==> config.mk <==
export PLATFORM = sky130hd
export DESIGN_NAME = gnvs_ctrl
export DESIGN_NICKNAME = d
export VERILOG_FILES = /design/src/design/gnvs_pkg.sv /design/src/design/gnvs_ctrl.sv
export SDC_FILE = /design/constraint.sdc
export NUM_CORES = 1
export LEC_CHECK = 0
export ABC_AREA = 1
export BUFFER_PORTS_ARGS = -buffer_cell sky130_fd_sc_hd__buf_2
export CORE_AREA = 2 2 39 41
export DETAILED_ROUTE_END_ITERATION = 8
export DIE_AREA = 0 0 41 43
export GPL_TIMING_DRIVEN = 0
export PLACE_DENSITY = 0.6
export SETUP_SLACK_MARGIN = 0.3
export SLEW_MARGIN = 20
export SYNTH_ARGS = -nofsm -noshare
export SYNTH_HDL_FRONTEND = slang
export SYNTH_SLANG_ARGS = --single-unit
==> constraint.sdc <==
create_clock -name clk -period 1.1 [get_ports clk]
set_clock_uncertainty 0.15 [all_clocks]
set_input_delay 0.165 -clock clk [delete_from_list [all_inputs] [get_ports clk]]
set_output_delay 0.165 -clock clk [all_outputs]
set_load 0.1 [all_outputs]
==> src/design/gnvs_pkg.sv <==
// Shared types and constants for the group nearest vertex search block.
// No dependencies.
`default_nettype none
package gnvs_pkg;
  localparam int MaxVertices = 1024;
  localparam int MaxRobots   = 8;
  localparam int CoordWidth  = 16;
  localparam int VtxW   = $clog2(MaxVertices);     // 10
  localparam int RobW   = $clog2(MaxRobots);       // 3
  localparam int CntW   = VtxW + 1;                // 11
  localparam int AddrW  = VtxW + RobW;
  localparam int DiffW  = CoordWidth + 1;          // 17
  localparam int SqW    = 2 * DiffW + 1;           // 35
  localparam int RootW  = (SqW + 1) / 2;           // 18
  localparam int SumW   = RootW + RobW + 1;        // 22

  typedef enum logic [1:0] {
    FUNC_WRITE  = 2'd0,
    FUNC_TARGET = 2'd1,
    FUNC_QUERY  = 2'd2,
    FUNC_CLEAR  = 2'd3
  } func_t;

  localparam logic [0:0] REG_ROBOT_COUNT = 1'b0;

  typedef enum logic [2:0] {
    ST_IDLE, ST_RD, ST_SQ, ST_ROOT, ST_ACC, ST_OUT
  } state_t;

  // controller -> datapath
  typedef struct packed {
    logic do_simple;   // handle write/target/clear, load output
    logic q_start;     // init query scan
    logic rd;          // issue memory read for current slot
    logic sq;          // square the differences
    logic root_start;  // load root unit
    logic root_step;   // one root iteration
    logic acc;         // add root, advance slot
    logic q_out;       // load query result
  } cmd_t;

  // datapath -> controller
  typedef struct packed {
    logic scan_empty;  // no vertices committed
    logic root_done;
    logic last_slot;   // current slot is last of last vertex
  } stat_t;
endpackage
`default_nettype wire

==> src/design/gnvs_ctrl.sv <==
// Controller state machine: sequences items and the query scan.
// Depends on gnvs_pkg.
`default_nettype none
module gnvs_ctrl (
  input  wire logic            clk,
  input  wire logic            rst,
  input  wire logic            in_fire,
  input  wire logic [1:0]      func,
  input  wire logic            out_fire,
  output logic                 out_busy,
  output gnvs_pkg::cmd_t       cmd,
  input  wire gnvs_pkg::stat_t stat,
  output logic                 idle
);
  gnvs_pkg::state_t state, state_next;
  // low in the first ST_ROOT cycle of each distance: that cycle loads the root unit
  logic root_loaded;

  always_comb begin
    state_next = state;
    unique case (state)
      gnvs_pkg::ST_IDLE:
        if (in_fire) begin
          if (func == gnvs_pkg::FUNC_QUERY)
            state_next = stat.scan_empty ? gnvs_pkg::ST_OUT : gnvs_pkg::ST_RD;
          else state_next = gnvs_pkg::ST_OUT;
        end
      gnvs_pkg::ST_RD:   state_next = gnvs_pkg::ST_SQ;
      gnvs_pkg::ST_SQ:   state_next = gnvs_pkg::ST_ROOT;
      gnvs_pkg::ST_ROOT: if (root_loaded && stat.root_done) state_next = gnvs_pkg::ST_ACC;
      gnvs_pkg::ST_ACC:  state_next = stat.last_slot ? gnvs_pkg::ST_OUT : gnvs_pkg::ST_RD;
      gnvs_pkg::ST_OUT:  if (out_fire) state_next = gnvs_pkg::ST_IDLE;
      default:           state_next = gnvs_pkg::ST_IDLE;
    endcase
  end

  always_comb begin
    cmd = '0;
    idle = state == gnvs_pkg::ST_IDLE;
    out_busy = state == gnvs_pkg::ST_OUT;
    unique case (state)
      gnvs_pkg::ST_IDLE: begin
        cmd.do_simple = in_fire && func != gnvs_pkg::FUNC_QUERY;
        cmd.q_start = in_fire && func == gnvs_pkg::FUNC_QUERY;
        cmd.q_out = in_fire && func == gnvs_pkg::FUNC_QUERY && stat.scan_empty;
      end
      gnvs_pkg::ST_RD:   cmd.rd = 1'b1;
      gnvs_pkg::ST_SQ:   cmd.sq = 1'b1;
      gnvs_pkg::ST_ROOT: begin
        cmd.root_start = !root_loaded;
        cmd.root_step = root_loaded && !stat.root_done;
      end
      gnvs_pkg::ST_ACC: begin
        cmd.acc = 1'b1;
        cmd.q_out = stat.last_slot;
      end
      default: ;
    endcase
  end

  always_ff @(posedge clk) begin
    if (rst) begin
      state <= gnvs_pkg::ST_IDLE;
      root_loaded <= 1'b0;
    end else begin
      state <= state_next;
      root_loaded <= state == gnvs_pkg::ST_ROOT;
    end
  end

  property p_out_holds;
    @(posedge clk) disable iff (rst)
      (state == gnvs_pkg::ST_OUT && !out_fire) |=> state == gnvs_pkg::ST_OUT;
  endproperty
  a_out_holds: assert property (p_out_holds) else $error("result dropped");
  a_no_accept_busy: assert property (@(posedge clk) disable iff (rst)
    in_fire |-> state == gnvs_pkg::ST_IDLE) else $error("accept while busy");
  a_acc_once: assert property (@(posedge clk) disable iff (rst)
    cmd.acc |=> !cmd.acc) else $error("double accumulate");
endmodule
`default_nettype wire

==> results.txt, run 1 <==
CTS Sinks: 4
Minimum clock period: 1.619 ns
Worst-path clk slew: 0.04 ns
Slew HR: 67.04%
Starting DRT DRC Count: 1
First-pass GRT wire length: 1621 um
CP arrival: 1.30 ns
Share of the synthesized area in the top cell type: 23.36%
Status: finished, violations left
Via count: 415
Slew @ Worst Pin: 0.4926 ns
GP Congestion: 0.7210
EDFF count, synth: 0
CP startpoint kind: flop
Die X: 41 um
Reg area: 88.84 sq um
RSZ-0062 raised after global routing: true
WHS: -0.001848 ns
Gr usage total: 13.55%
Core box area: 1384 sq um
Yosys top cell by area: dfxtp_1
Root Driver: clkbuf_4
Violated checks: hold timing, setup timing
Top_reg_cell synth: dfxtp_1
Synthesized instance count: 52
Post-synthesis async set-or-reset flop share: 0%
Layout fillers: 112
1st-pass router iterations: 2
Crit end category: output port
Vias in the first global route: 415
Crit path max-delay family: flip-flops
CP cell instances: inv_4 > nand2_4 > nor2_4 > nand3_4 > o21ai_4 > buf_12
Syn nets: 61
WL final: 974 um
Avg WL per Cell: 10.15 um
Ys Warns: 0
Via density: 4.323
N_diodes: 0
Clk Latency, worst-skew pair: 0.23 ns
Share of layout cells above drive strength 1: 80.00%
Area of the multi-input gates: 309.0 sq um
Full die area: 1763 sq um
Critical path required time: 0.78 ns
Worst-path fanout max: 5
Die Span Y: 43 um
Fin worst setup slack: -0.5189 ns
Pin count of the biggest net entering global routing: 8
Drt drc: 0
Number of routed nets with antenna violations: 0
Layout Nets: 91
Row count: 14
Unique masters post-synth: 17
CTS tree: done
Initial antenna violation count: 0
Synth cell count leaders: 10 x nor2_1, 6 x nand2_1, 6 x nand2_2
Syn Area/Cell: 6.593 sq um
Post-detail-place hpwl: 622.6 um
IO buf count: 18
Yosys reg bits: 4
H-tree depth: 1
Top-count cell post-synth: nor2_1
Synth area leaders: dfxtp_1 23%, nand2_2 11%, nor2_1 11%
Max cap viols: 0
CP peak stage delay: 0.36 ns
Min-delay worst type: input pin to flop
Critical path buffers and inverters: 2
GR Overflow Total: 0
Tcrit/Tclk final: 147.2%
Setup Crit Path Kind: flop to output port
# setup viols final: 12
Crit path max-delay cell type: dfxtp_4
Sequential-to-total area share from yosys stat: 23.36%
Inserted Clock Buffers: 3
Post-Synthesis Cell Area: 342.8 sq um
CTS Buffer Depth: 2
Initial Utilization: 24.77%
Final Max Tran Viols: 0
Max Freq: 0.6177 GHz
Area Overhead vs Synth: 130.7%
IO Pins: 19
Final hold vios: 1
-- cells by family (layout without fill, tap and decap cells) --
| group | Yosys count | after routing | synth area share, % |
|---|---|---|---|
| AO/OA/AOI/OAI | 6 | 6 | 10.95 |
| buffers and inverters | 11 | 39 | 14.96 |
| flip-flops | 4 | 4 | 23.36 |
| AND/OR/NAND/NOR | 31 | 31 | 50.73 |
-- final timing paths --
| check | end | slack [ns] | cells past startpoint | startpoint |
|---|---|---|---|---|
| max | cmd[0] | -0.52 | 6 | state[1] |
| max reg2reg | state[2] | -0.41 | 11 | state[0] |
| min reg2reg | state[0] | 0.49 | 3 | state[0] |
| min | state[2] | -0.002 | 2 | rst |
-- state kept, by name (all words and copies together) (netlist names) --
name         cells
state            3
root_loaded      1
-- final cells by class --
class / count / share of cell area, %
plain buffers: 1 / 2.532
clock buffers: 3 / 2.848
inverters: 10 / 6.487
multi-input cells: 37 / 39.08
flip-flops and latches: 4 / 11.23
well taps: 16 / 2.532
repair buffers: 25 / 35.28
-- repair_timing --
item,in CTS,in global routing
pin swaps,4,3
endpoints found under the setup margin,14,14
resized for setup,47,2
hold endpoints to repair,3,0
buffers inserted,6,1
-- worst register-to-register path: stages, from the launching register on --
cell	delay, ns
dfxtp_4	0.38
inv_4	0.04
nand2_4	0.09
nor2_4	0.05
buf_4	0.13
buf_6	0.11
buf_4	0.12
buf_4	0.12
nand2_2	0.05
nand3_2	0.06
nand2_2	0.06
a21oi_2	0.04
-- layer usage --
layer | vias up | GRT usage (%) | wire (um)
met3 | 0 | 6.806 | 49
met1 | 184 | 15.11 | 408
met5 | - | 0 | 0
li1 | 219 | - | -
met4 | 0 | 2.000 | 0
met2 | 12 | 22.50 | 515
-- per-stage QoR --
| stage | util, % | instance area, sq um | cells | TNS (ns) | setup slack [ns] |
|---|---|---|---|---|---|
| 4_1_cts | 56.15 | 777.0 | 95 | -4.508 | -0.5026 |
| 6_report | 57.14 | 790.8 | 96 | -4.637 | -0.5189 |
| 3_5_place_dp | 38.97 | 539.3 | 86 | -3.760 | -0.5767 |
| 3_3_place_gp | 38.97 | 539.3 | 86 | -3.640 | -0.5560 |
| 2_1_floorplan | - | 429.2 | 52 | -6.143 | -1.014 |
| 5_1_grt | 57.14 | 790.8 | 96 | -5.353 | -0.5769 |
-- cell usage in the layout, fill, tap and decap left out, drive strengths merged --
cell type  instances
buf               26
nor2              13
nand2             12
inv                9
a21oi              5
nand3              4
dfxtp              4
clkbuf             3
clkinvlp           1
o21ai              1
nor4               1
nor3               1
Power of run 1 is left out: the tool's default activity adds up to more than one toggle a clock period on the data nets, which glitch-free logic cannot reach.
==> inputs of run 2 (changes only) <==
--- a/config.mk
+++ b/config.mk
@@ -6,8 +6,10 @@
 export NUM_CORES = 1
 export LEC_CHECK = 0
 export ABC_AREA = 1
-export BUFFER_PORTS_ARGS = -buffer_cell sky130_fd_sc_hd__buf_2
+export BUFFER_PORTS_ARGS = -buffer_cell sky130_fd_sc_hd__buf_4
 export CORE_AREA = 2 2 39 41
+export CTS_BUF_LIST = sky130_fd_sc_hd__clkbuf_4 sky130_fd_sc_hd__clkbuf_8
+export CTS_CLUSTER_DIAMETER = 80
 export DETAILED_ROUTE_END_ITERATION = 8
 export DIE_AREA = 0 0 41 43
 export GPL_TIMING_DRIVEN = 0
==> results.txt, run 2 (synthesis gave the netlist of run 1 again) <==
Tcrit/Tclk final: 148.1%
Worst-path clk slew: 0.05 ns
Core box area: 1384 sq um
Crit path max-delay family: flip-flops
CP arrival: 1.31 ns
CTS Buffer Depth: 2
WHS: -0.05413 ns
Most common cell after layout, fill and taps aside: buf_4
DP Worst Slack: -0.4474 ns
Min-delay worst type: input pin to flop
First-pass GRT wire length: 1656 um
RSZ-0062 raised after global routing: true
Status: finished, violations left
Max cap viols: 0
GP Congestion: 0.7232
Max Freq: 0.6137 GHz
Die X: 41 um
Final Max Tran Viols: 0
Critical path buffers and inverters: 2
Crit path max-delay cell type: dfxtp_4
IO buf count: 18
Violated checks: hold timing, setup timing
Worst-path fanout max: 4
H-tree depth: 1
CP peak stage delay: 0.36 ns
Drt drc: 0
N_diodes: 0
Clk Latency, worst-skew pair: 0.25 ns
Crit end category: output port
Layout Nets: 96
Number of routed nets with antenna violations: 0
Final hold vios: 4
Register-to-register setup slack: -0.25 ns
WL final: 1081 um
IO Pins: 19
Root Driver: clkbuf_4
Initial Utilization: 24.77%
Row count: 14
Slew @ Worst Pin: 0.4367 ns
1st-pass router iterations: 2
Critical path required time: 0.78 ns
Inserted Clock Buffers: 3
Via density: 4.297
Slew HR: 70.78%
Post-detail-place hpwl: 674.4 um
Max FFs per register: 3
CTS Sinks: 4
Setup Crit Path Kind: flop to output port
Gr usage total: 13.84%
Initial antenna violation count: 0
Share of layout cells above drive strength 1: 82.35%
Register with the most flip-flops: state
Die Span Y: 43 um
Area Overhead vs Synth: 159.5%
Avg WL per Cell: 10.70 um
Full die area: 1763 sq um
GR Overflow Total: 0
Vias in the first global route: 412
CTS tree: done
Fin worst setup slack: -0.5294 ns
Pin count of the biggest net entering global routing: 7
# setup viols final: 13
Starting DRT DRC Count: 1
Commonest cells after routing, fill and taps aside: 16 x buf_4, 9 x buf_12, 7 x nor2_4, 6 x nand2_2, 6 x buf_6
Layout fillers: 107
Via count: 434
CP startpoint kind: flop
CP cell instances: inv_4 > nand2_4 > nor2_4 > nand3_4 > o21ai_4 > buf_12
Top flop regs: state (3), root_loaded (1)
Minimum clock period: 1.629 ns
[run 2: layout make-up]
| type | instances | area [sq um] | share of cell area [%] |
|---|---|---|---|
| Sequential cell | 4 | 88.84 | 9.986 |
| Inverter | 10 | 51.30 | 5.767 |
| Timing Repair Buffer | 30 | 347.8 | 39.10 |
| Clock buffer | 3 | 22.52 | 2.532 |
| Buffer | 1 | 20.02 | 2.250 |
| Tap cell | 16 | 20.02 | 2.250 |
| Multi-Input combinational cell | 37 | 339.1 | 38.12 |
[run 2: per-layer routing]
| metal | track usage [%] | wire, um |
|---|---|---|
| met5 | 0 | 0 |
| met4 | 6.000 | 15 |
| met3 | 3.141 | 40 |
| met2 | 22.81 | 594 |
| met1 | 16.03 | 430 |
[run 2: metrics by stage]
stage	std cells	utilization, %	setup TNS [ns]	cell area, sq um	hold slack, ns
floorplan	52	-	-6.143	429.2	0.07008
global placement	86	42.22	-2.385	584.3	0.2039
detailed placement	86	42.22	-2.458	584.3	0.2036
CTS	99	61.03	-4.647	844.6	-0.05107
global route	101	64.29	-5.705	889.6	-0.05522
finish	101	64.29	-5.039	889.6	-0.05413
[run 2: timing repair]
action,4_1_cts,5_1_grt
endpoints found under the setup margin,14,14
setup buffers,10,2
hold endpoints to repair,4,4
gates resized for setup,41,6
pin swaps,6,3
[run 2: worst paths after layout]
check             endpoint  cells after the start  startpoint
setup / recovery    cmd[0]                      6    state[1]
hold / removal    state[1]                      2         rst
setup reg to reg  state[2]                      9    state[1]
hold reg to reg   state[1]                      4    state[0]
Power of run 2 is left out for the same reason.
